File: src/blids_pkg.sv
// Shared types and constants for the bounded list block.
// Used by blids_cell, bounded_list_insert_delete_search and blids_checker.
`default_nettype none
package blids_pkg;

  localparam int DEPTH  = 32;
  localparam int WORD_W = 32;
  localparam int KIND_W = 3;
  localparam int POS_W  = 6;
  localparam int STAT_W = 2;
  localparam int IDX_W  = $clog2(DEPTH);
  localparam int CNT_W  = $clog2(DEPTH + 1);
  localparam int CW     = ((CNT_W > POS_W) ? CNT_W : POS_W) + 1;

  localparam int S_TDATA_W = ((WORD_W + POS_W + 7) / 8) * 8;
  localparam int M_TDATA_W = ((POS_W + WORD_W + POS_W + 7) / 8) * 8;

  typedef enum logic [KIND_W-1:0] {
    KIND_CLEAR  = 3'd0,
    KIND_APPEND = 3'd1,
    KIND_INSERT = 3'd2,
    KIND_DELETE = 3'd3,
    KIND_SEARCH = 3'd4,
    KIND_READ   = 3'd5
  } kind_t;

  typedef enum logic [STAT_W-1:0] {
    ST_OK        = 2'd0,
    ST_FULL      = 2'd1,
    ST_NOT_FOUND = 2'd2,
    ST_BAD_POS   = 2'd3
  } status_t;

  typedef enum logic [1:0] {
    CELL_HOLD,
    CELL_INSERT,
    CELL_DELETE
  } cell_cmd_t;

  typedef enum logic [1:0] {
    S_IDLE,
    S_CMP,
    S_APPLY
  } state_t;

  typedef struct packed {
    cell_cmd_t          cmd;
    logic [IDX_W-1:0]   sel;
    logic [WORD_W-1:0]  data;
  } cell_ctrl_t;

endpackage
`default_nettype wire

File: src/blids_cell.sv
// One list slot: holds a word, shifts with its neighbors, registers a compare.
// Depends on blids_pkg.
`default_nettype none
module blids_cell (
  input  wire logic                         clk,
  input  wire logic [blids_pkg::IDX_W-1:0]  idx,
  input  wire blids_pkg::cell_ctrl_t        ctrl,
  input  wire logic [blids_pkg::WORD_W-1:0] prev_data,
  input  wire logic [blids_pkg::WORD_W-1:0] next_data,
  output logic      [blids_pkg::WORD_W-1:0] data,
  output logic                              match
);

  always_ff @(posedge clk) begin
    unique case (ctrl.cmd)
      blids_pkg::CELL_INSERT: begin
        if (idx == ctrl.sel) begin
          data <= ctrl.data;
        end else if (idx > ctrl.sel) begin
          data <= prev_data;
        end
      end
      blids_pkg::CELL_DELETE: begin
        if (idx >= ctrl.sel) begin
          data <= next_data;
        end
      end
      default: begin
        data <= data;
      end
    endcase
    match <= (data == ctrl.data);
  end

endmodule
`default_nettype wire

File: src/bounded_list_insert_delete_search.sv
// Top level of the bounded list: a row of blids_cell slots plus the
// operation sequencer. Depends on blids_pkg and blids_cell.
//
// Holds up to DEPTH signed words in order with a count. Each input word is one
// operation (clear, append, insert, delete, search, read) and yields exactly
// one result word with status, position, read value and the count after the
// operation. An operation passes through three steps: the cycle in which it
// is accepted, one in which every slot registers its compare against the
// operand, and one in which the first match is resolved, the slots shift and
// the result word is loaded. The block takes no new word until the result of
// the last one is loaded. The next operation is accepted in the cycle after
// the result is loaded, even if it has not yet been taken; it then waits in
// its last step until the output register is free. Slot contents are not
// cleared by reset; only slots below the count are ever read.
`default_nettype none
module bounded_list_insert_delete_search (
  input  wire logic                            clk,
  input  wire logic                            rst,
  input  wire logic                            s_tvalid,
  output logic                                 s_tready,
  // [31:0] value, [37:32] position, rest zero
  input  wire logic [blids_pkg::S_TDATA_W-1:0] s_tdata,
  // [2:0] kind
  input  wire logic [blids_pkg::KIND_W-1:0]    s_tuser,
  output logic                                 m_tvalid,
  input  wire logic                            m_tready,
  // [5:0] found_position, [37:6] read_value, [43:38] entry_count, rest zero
  output logic      [blids_pkg::M_TDATA_W-1:0] m_tdata,
  // [1:0] status
  output logic      [blids_pkg::STAT_W-1:0]    m_tuser
);

  localparam int DEPTH     = blids_pkg::DEPTH;
  localparam int WORD_W    = blids_pkg::WORD_W;
  localparam int IDX_W     = blids_pkg::IDX_W;
  localparam int CNT_W     = blids_pkg::CNT_W;
  localparam int POS_W     = blids_pkg::POS_W;
  localparam int CW        = blids_pkg::CW;
  localparam int M_TDATA_W = blids_pkg::M_TDATA_W;

  blids_pkg::state_t     state, state_next;
  blids_pkg::kind_t      item_kind;
  logic [WORD_W-1:0]     item_value;
  logic [POS_W-1:0]      item_pos;
  logic [CNT_W-1:0]      count, count_next;
  blids_pkg::cell_ctrl_t ctrl;

  logic [WORD_W-1:0]     cell_data [DEPTH];
  logic [DEPTH-1:0]      cell_match;
  logic [DEPTH-1:0]      mask, lowest;
  logic [IDX_W-1:0]      first_idx;
  logic                  any_match;

  logic                  out_free, fire;
  blids_pkg::status_t    res_status;
  logic [CW-1:0]         res_pos;
  logic [WORD_W-1:0]     res_value;

  logic [CW-1:0]         pos_ext, cnt_ext;
  logic [IDX_W-1:0]      pos_idx;

  // slot row
  for (genvar i = 0; i < DEPTH; i++) begin : g_cell
    logic [WORD_W-1:0] prev_d, next_d;
    if (i == 0) begin : g_first
      assign prev_d = '0;
    end else begin : g_mid_lo
      assign prev_d = cell_data[i-1];
    end
    if (i == DEPTH - 1) begin : g_last
      assign next_d = '0;
    end else begin : g_mid_hi
      assign next_d = cell_data[i+1];
    end
    blids_cell u_cell (
      .clk       (clk),
      .idx       (IDX_W'(i)),
      .ctrl      (ctrl),
      .prev_data (prev_d),
      .next_data (next_d),
      .data      (cell_data[i]),
      .match     (cell_match[i])
    );
  end

  // sequencer
  always_ff @(posedge clk) begin
    if (rst) begin
      state <= blids_pkg::S_IDLE;
    end else begin
      state <= state_next;
    end
  end

  assign out_free = !m_tvalid || m_tready;
  assign fire     = (state == blids_pkg::S_APPLY) && out_free;

  always_comb begin
    state_next = state;
    s_tready   = 1'b0;
    unique case (state)
      blids_pkg::S_IDLE: begin
        s_tready = 1'b1;
        if (s_tvalid) begin
          state_next = blids_pkg::S_CMP;
        end
      end
      blids_pkg::S_CMP: begin
        state_next = blids_pkg::S_APPLY;
      end
      blids_pkg::S_APPLY: begin
        if (out_free) begin
          state_next = blids_pkg::S_IDLE;
        end
      end
      default: begin
        state_next = blids_pkg::S_IDLE;
      end
    endcase
  end

  always_ff @(posedge clk) begin
    if (s_tvalid && s_tready) begin
      item_kind  <= blids_pkg::kind_t'(s_tuser);
      item_value <= s_tdata[WORD_W-1:0];
      item_pos   <= s_tdata[WORD_W +: POS_W];
    end
  end

  // first match among live slots
  always_comb begin
    for (int i = 0; i < DEPTH; i++) begin
      mask[i] = cell_match[i] && (CW'(i) < CW'(count));
    end
  end

  assign lowest    = mask & (~mask + DEPTH'(1));
  assign any_match = |mask;

  always_comb begin
    first_idx = '0;
    for (int i = 0; i < DEPTH; i++) begin
      if (lowest[i]) begin
        first_idx = first_idx | IDX_W'(i);
      end
    end
  end

  assign pos_ext = CW'(item_pos);
  assign cnt_ext = CW'(count);
  assign pos_idx = IDX_W'(pos_ext - CW'(1));

  always_comb begin
    res_status = blids_pkg::ST_OK;
    res_pos    = '0;
    res_value  = '0;
    count_next = count;
    ctrl.cmd   = blids_pkg::CELL_HOLD;
    ctrl.sel   = '0;
    ctrl.data  = item_value;
    unique case (item_kind)
      blids_pkg::KIND_CLEAR: begin
        count_next = '0;
      end
      blids_pkg::KIND_APPEND: begin
        if (cnt_ext == CW'(DEPTH)) begin
          res_status = blids_pkg::ST_FULL;
        end else begin
          ctrl.cmd   = blids_pkg::CELL_INSERT;
          ctrl.sel   = IDX_W'(count);
          count_next = count + CNT_W'(1);
          res_pos    = cnt_ext + CW'(1);
        end
      end
      blids_pkg::KIND_INSERT: begin
        if (cnt_ext == CW'(DEPTH)) begin
          res_status = blids_pkg::ST_FULL;
        end else if (pos_ext == '0 || pos_ext > cnt_ext + CW'(1)) begin
          res_status = blids_pkg::ST_BAD_POS;
        end else begin
          ctrl.cmd   = blids_pkg::CELL_INSERT;
          ctrl.sel   = pos_idx;
          count_next = count + CNT_W'(1);
          res_pos    = pos_ext;
        end
      end
      blids_pkg::KIND_DELETE: begin
        if (!any_match) begin
          res_status = blids_pkg::ST_NOT_FOUND;
        end else begin
          ctrl.cmd   = blids_pkg::CELL_DELETE;
          ctrl.sel   = first_idx;
          count_next = count - CNT_W'(1);
          res_pos    = CW'(first_idx) + CW'(1);
        end
      end
      blids_pkg::KIND_SEARCH: begin
        if (!any_match) begin
          res_status = blids_pkg::ST_NOT_FOUND;
        end else begin
          res_pos = CW'(first_idx) + CW'(1);
        end
      end
      blids_pkg::KIND_READ: begin
        if (pos_ext == '0 || pos_ext > cnt_ext) begin
          res_status = blids_pkg::ST_BAD_POS;
        end else begin
          res_value = cell_data[pos_idx];
          res_pos   = pos_ext;
        end
      end
      default: begin
        count_next = count;
      end
    endcase
    if (!fire) begin
      ctrl.cmd = blids_pkg::CELL_HOLD;
    end
  end

  always_ff @(posedge clk) begin
    if (rst) begin
      count    <= '0;
      m_tvalid <= 1'b0;
    end else if (fire) begin
      count    <= count_next;
      m_tvalid <= 1'b1;
    end else if (m_tready) begin
      m_tvalid <= 1'b0;
    end
  end

  always_ff @(posedge clk) begin
    if (fire) begin
      m_tuser <= res_status;
      m_tdata <= M_TDATA_W'({POS_W'(count_next), res_value, POS_W'(res_pos)});
    end
  end

endmodule
`default_nettype wire

File: config.mk
export PLATFORM = sky130hd
export DESIGN_NAME = bounded_list_insert_delete_search
export DESIGN_NICKNAME = d
export VERILOG_FILES = /design/src/blids_pkg.sv /design/src/blids_cell.sv /design/src/bounded_list_insert_delete_search.sv
export SDC_FILE = /design/constraint.sdc
export NUM_CORES = 2
export LEC_CHECK = 0
export BUFFER_PORTS_ARGS = -buffer_cell sky130_fd_sc_hd__buf_4
export CAP_MARGIN = 30
export CELL_PAD_IN_SITES_DETAIL_PLACEMENT = 1
export CELL_PAD_IN_SITES_GLOBAL_PLACEMENT = 1
export CORE_ASPECT_RATIO = 1.25
export CORE_MARGIN = 4
export CORE_UTILIZATION = 57
export CTS_BUF_LIST = sky130_fd_sc_hd__clkbuf_8 sky130_fd_sc_hd__clkbuf_16
export DETAILED_ROUTE_END_ITERATION = 8
export PLACE_DENSITY_LB_ADDON = 0.1
export RECOVER_POWER = 100
export SKIP_CTS_REPAIR_TIMING = 1
export SYNTH_ARGS = -nofsm -noshare
export SYNTH_HDL_FRONTEND = slang
export SYNTH_HIERARCHICAL = 1
export SYNTH_SLANG_ARGS = --single-unit
File: constraint.sdc
create_clock -name clk -period 10.55 [get_ports clk]
set_input_delay 1.055 -clock clk [delete_from_list [all_inputs] [get_ports clk]]
set_output_delay 1.055 -clock clk [all_outputs]
set_load 0.02 [all_outputs]
==> reports/results.ini <==
[yosys]
synth_area_per_cell_um2=11.02
synth_compound_area_share_pct=8.726
synth.distinct_cells=81
yosysTopAreaCell=edfxtp_1
yosysSeqAreaShare_pct=41.34
synth_xor_xnor_area_share_pct=10.96
synth_simple_gate_area_share_pct=10.61
synth_fa_ha_area_share_pct=2.739
yosys-top-cells-area=edfxtp_1 40%, mux2i_1 12%, xor2_1 11%, mux4_2 8.7%, nand2_1 5.1%
muxShareOfSynthArea_pct=21.11
synth_top_flop_cell=edfxtp_1
synth_top_area_share_pct=40.35
synth_area_um2=82680
synth_top_family_by_area=multiplexers
ys_warn_count=6
synth_edf_count=1111
synth-seq-cells=1152
async_flop_share_pct=0
synthCells=7500

[setup_path]
worstPathArrival_ns=9.37
startpoint_type=flip-flop
setup.worst_path.end=m_tdata[36]$_SDFFCE_PP0P_
crit_slowest_cell=clkbuf_1
cp-startpoint=item_pos[0]$_DFFE_PP_
cpPeakStageDelay_ns=2.52
r2r-start=item_pos[0]$_DFFE_PP_
crit_fanout=51
worstPathCellList=buf_4 > inv_1 > ha_4 > clkbuf_1 > clkbuf_1 > mux4_2 > mux4_2 > nand2_1 > a21oi_1
endpoint_kind=flip-flop
r2r_cells=9
r2r_setup_slack_ns=1.62
cp.required_ns=10.99
r2r-end=m_tdata[36]$_SDFFCE_PP0P_
crit_type=flip-flop to flip-flop

[die]
initial_utilization_pct=57.24
num_rows=156
die_y_um=433.8
die_w_um=348.6
ios=99
core_region_area_um2=144400
dieArea_um2=151200

[clocking]
ctsHtreeMaxLevel=4
clk_pin_slew_ns=0.06
root_buffer=clkbuf_16
cts_inserted_buffers=134
numClockSinks=1152
clockBufferDepth=3
clock_latency_ns=0.79
cts_tree=yes

[flow_run]
cap_violations=39

[final_layout]
area_growth_pct=7.175
seq_area_um2=34180
drive_gt1_share_pct=9.855
n_fill_cell=15355
nets=7903
multiInputGateArea_um2=45430

[global_routing]
grt_max_degree=98
antenna_found_initial=12
grt_pass1_wl_um=392700
grt-ovfl-total=0
track_usage_pct=33.80
grt_pass1_vias=64678

[timing]
rsz0062_at_grt=false
slew-limit-headroom_pct=-124.8
final.setup.tns_ns=0
fmax_mhz=112.0
timing.final.ws_setup_ns=1.620
setup_violations=0
drv_slew=1365
hold_viol=0
min_period_over_period_pct=84.65
max_slew.worst_pin.slew_ns=3.372
min_period_ns=8.930
skew_ns=0.02570

[placed_design]
post-place-ws_ns=3.478
port_buffers=92
routabilityCongestion=0.9319
dp_hpwl_um=194100

[drt]
dr_total_vias=61023
vias_per_cell=6.295
drt_iter0_markers=4795
drtAntennaViolNets=0
drtPass1Iterations=6
route.detailed.drc=0
avgRoutedWirePerCell_um=26.85
routed_wl_um=260300

[hold_path]
hold_path_class=input port to flip-flop

[outcome]
violations=capacitance limit, slew limit
outcome=finished with violations

[power]
p_leak_nw=36.27
power-per-cell-area_nw_per_um2=124.6
ir_worst_vdd_mv=0.1585

-- power breakdown --
part	switching (mW)	internal, mW	leakage [nW]
clock	1.99	2.60	2.24
combinational	0.843	0.552	23.7
sequential	0.0390	5.01	10.3
-- per-layer routing --
layer	wire (um)	vias up	track usage [%]
met5	0	-	0
met4	18160	0	20.77
met3	10210	547	3.485
met2	134200	1565	60.96
met1	97690	31106	38.64
li1	-	27805	-
-- critical path: cells and delay by family (launching register included) --
kind	cells	cell delay (ns)
buffers and inverters	4	5.50
muxes	2	0.93
AOI/OAI and AO/OA	1	0.90
adders and majority gates	1	0.68
DFF	1	0.34
and+or+nand+nor	1	0.16
-- how the worst min path moves through the flow --
stage                          startpoint                       end  cells past startpoint
floorplan           state[1]$_SDFFE_PP0P_     m_tvalid$_SDFFE_PP0P_                      2
global placement    state[1]$_SDFFE_PP0P_     m_tvalid$_SDFFE_PP0P_                      2
detailed placement  m_tvalid$_SDFFE_PP0P_     m_tvalid$_SDFFE_PP0P_                      2
CTS                           s_tdata[25]  item_value[25]$_DFFE_PP_                      1
global route                  s_tdata[32]     item_pos[0]$_DFFE_PP_                      1
finish                        s_tdata[25]  item_value[25]$_DFFE_PP_                      1
-- synthesized netlist by cell type, drive strengths merged, types with 3 or more instances --
cell        n
nand2    1127
o21ai    1125
edfxtp   1111
xor2     1025
mux2i    1024
mux4      320
buf       302
nor4      265
inv       209
ha        181
clkbuf    127
nor2b     111
nor2      105
a21oi      84
nand4      66
nand3      44
dfxtp      41
and3       39
o32a       32
nor3       15
xnor2      10
o21a        9
o221ai      9
o211ai      8
a31oi       7
o22ai       7
nand2b      6
or3         6
a41oi       5
and2        5
o311ai      5
o31ai       5
or2         5
a2111oi     4
a21o        4
a311oi      4
a21boi      3
a221o       3
o2111ai     3
o211a       3
o32ai       3
or3b        3
-- flip-flops by register name (all words and copies together), names as in the netlist, 3 cells and up --
| signal | count |
|---|---|
| item_kind | 3 |
| m_tdata | 44 |
| item_pos | 6 |
| item_value | 32 |
| g_cell.u_cell/data | 1024 |
| count | 6 |
| g_cell.u_cell/match | 32 |
-- area by class of cell --
cell class,count,area share (%)
multi-input combinational,5935,51.27
sequential,1152,38.58
clock buffer,147,4.075
tap,1896,2.677
timing repair buffer,242,1.781
inverter,210,0.8896
clock inverter,97,0.6919
antenna,15,0.04236
-- kinds of logic (layout without fill, tap and decap cells) --
group                    Yosys count  in the layout
multiplexers                    1344           1344
flip-flops                      1152           1152
AO/OA/AOI/OAI                   1342           1342
XOR/XNOR                        1035           1035
other                              2            243
buffers and inverters            639            696
adder cells (fa/ha/maj)          181            181
AND/OR/NAND/NOR                 1805           1805
-- cell usage in the layout, fill, tap and decap left out, types with 41 or more instances in the layout --
| cell type | netlist | layout |
|---|---|---|
| buf_4 | 6 | 138 |
| mux4_2 | 320 | 320 |
| conb_1 | 2 | 228 |
| nor2b_1 | 111 | 79 |
| edfxtp_1 | 1111 | 1111 |
| o21ai_0 | 834 | 1102 |
| nor4_1 | 264 | 264 |
| clkbuf_1 | 127 | 65 |
| inv_1 | 209 | 254 |
| nand3_1 | 10 | 41 |
| dfxtp_1 | 41 | 41 |
| mux2i_1 | 1024 | 1024 |
| nor2_1 | 105 | 104 |
| clkbuf_16 | 0 | 141 |
| a21oi_1 | 84 | 84 |
| ha_1 | 181 | 180 |
| nand2_1 | 1127 | 1127 |
| nand4_1 | 66 | 66 |
| xor2_1 | 1025 | 1024 |
-- metrics by stage --
step | cell area, um2 | hold slack (ns) | cells | power, mW | util, %
floorplan | 83530 | 0.4717 | 7726 | 6.109 | -
global placement | 85100 | 0.4786 | 9430 | 6.458 | 58.92
detailed placement | 85130 | 0.5148 | 9432 | 6.519 | 58.94
CTS | 89360 | 0.3899 | 9676 | 11.10 | 61.87
global route | 88600 | 0.4444 | 9689 | 11.37 | 61.34
finish | 88610 | 0.4691 | 9694 | 11.04 | 61.35
Power figures use the tool's default switching activity.
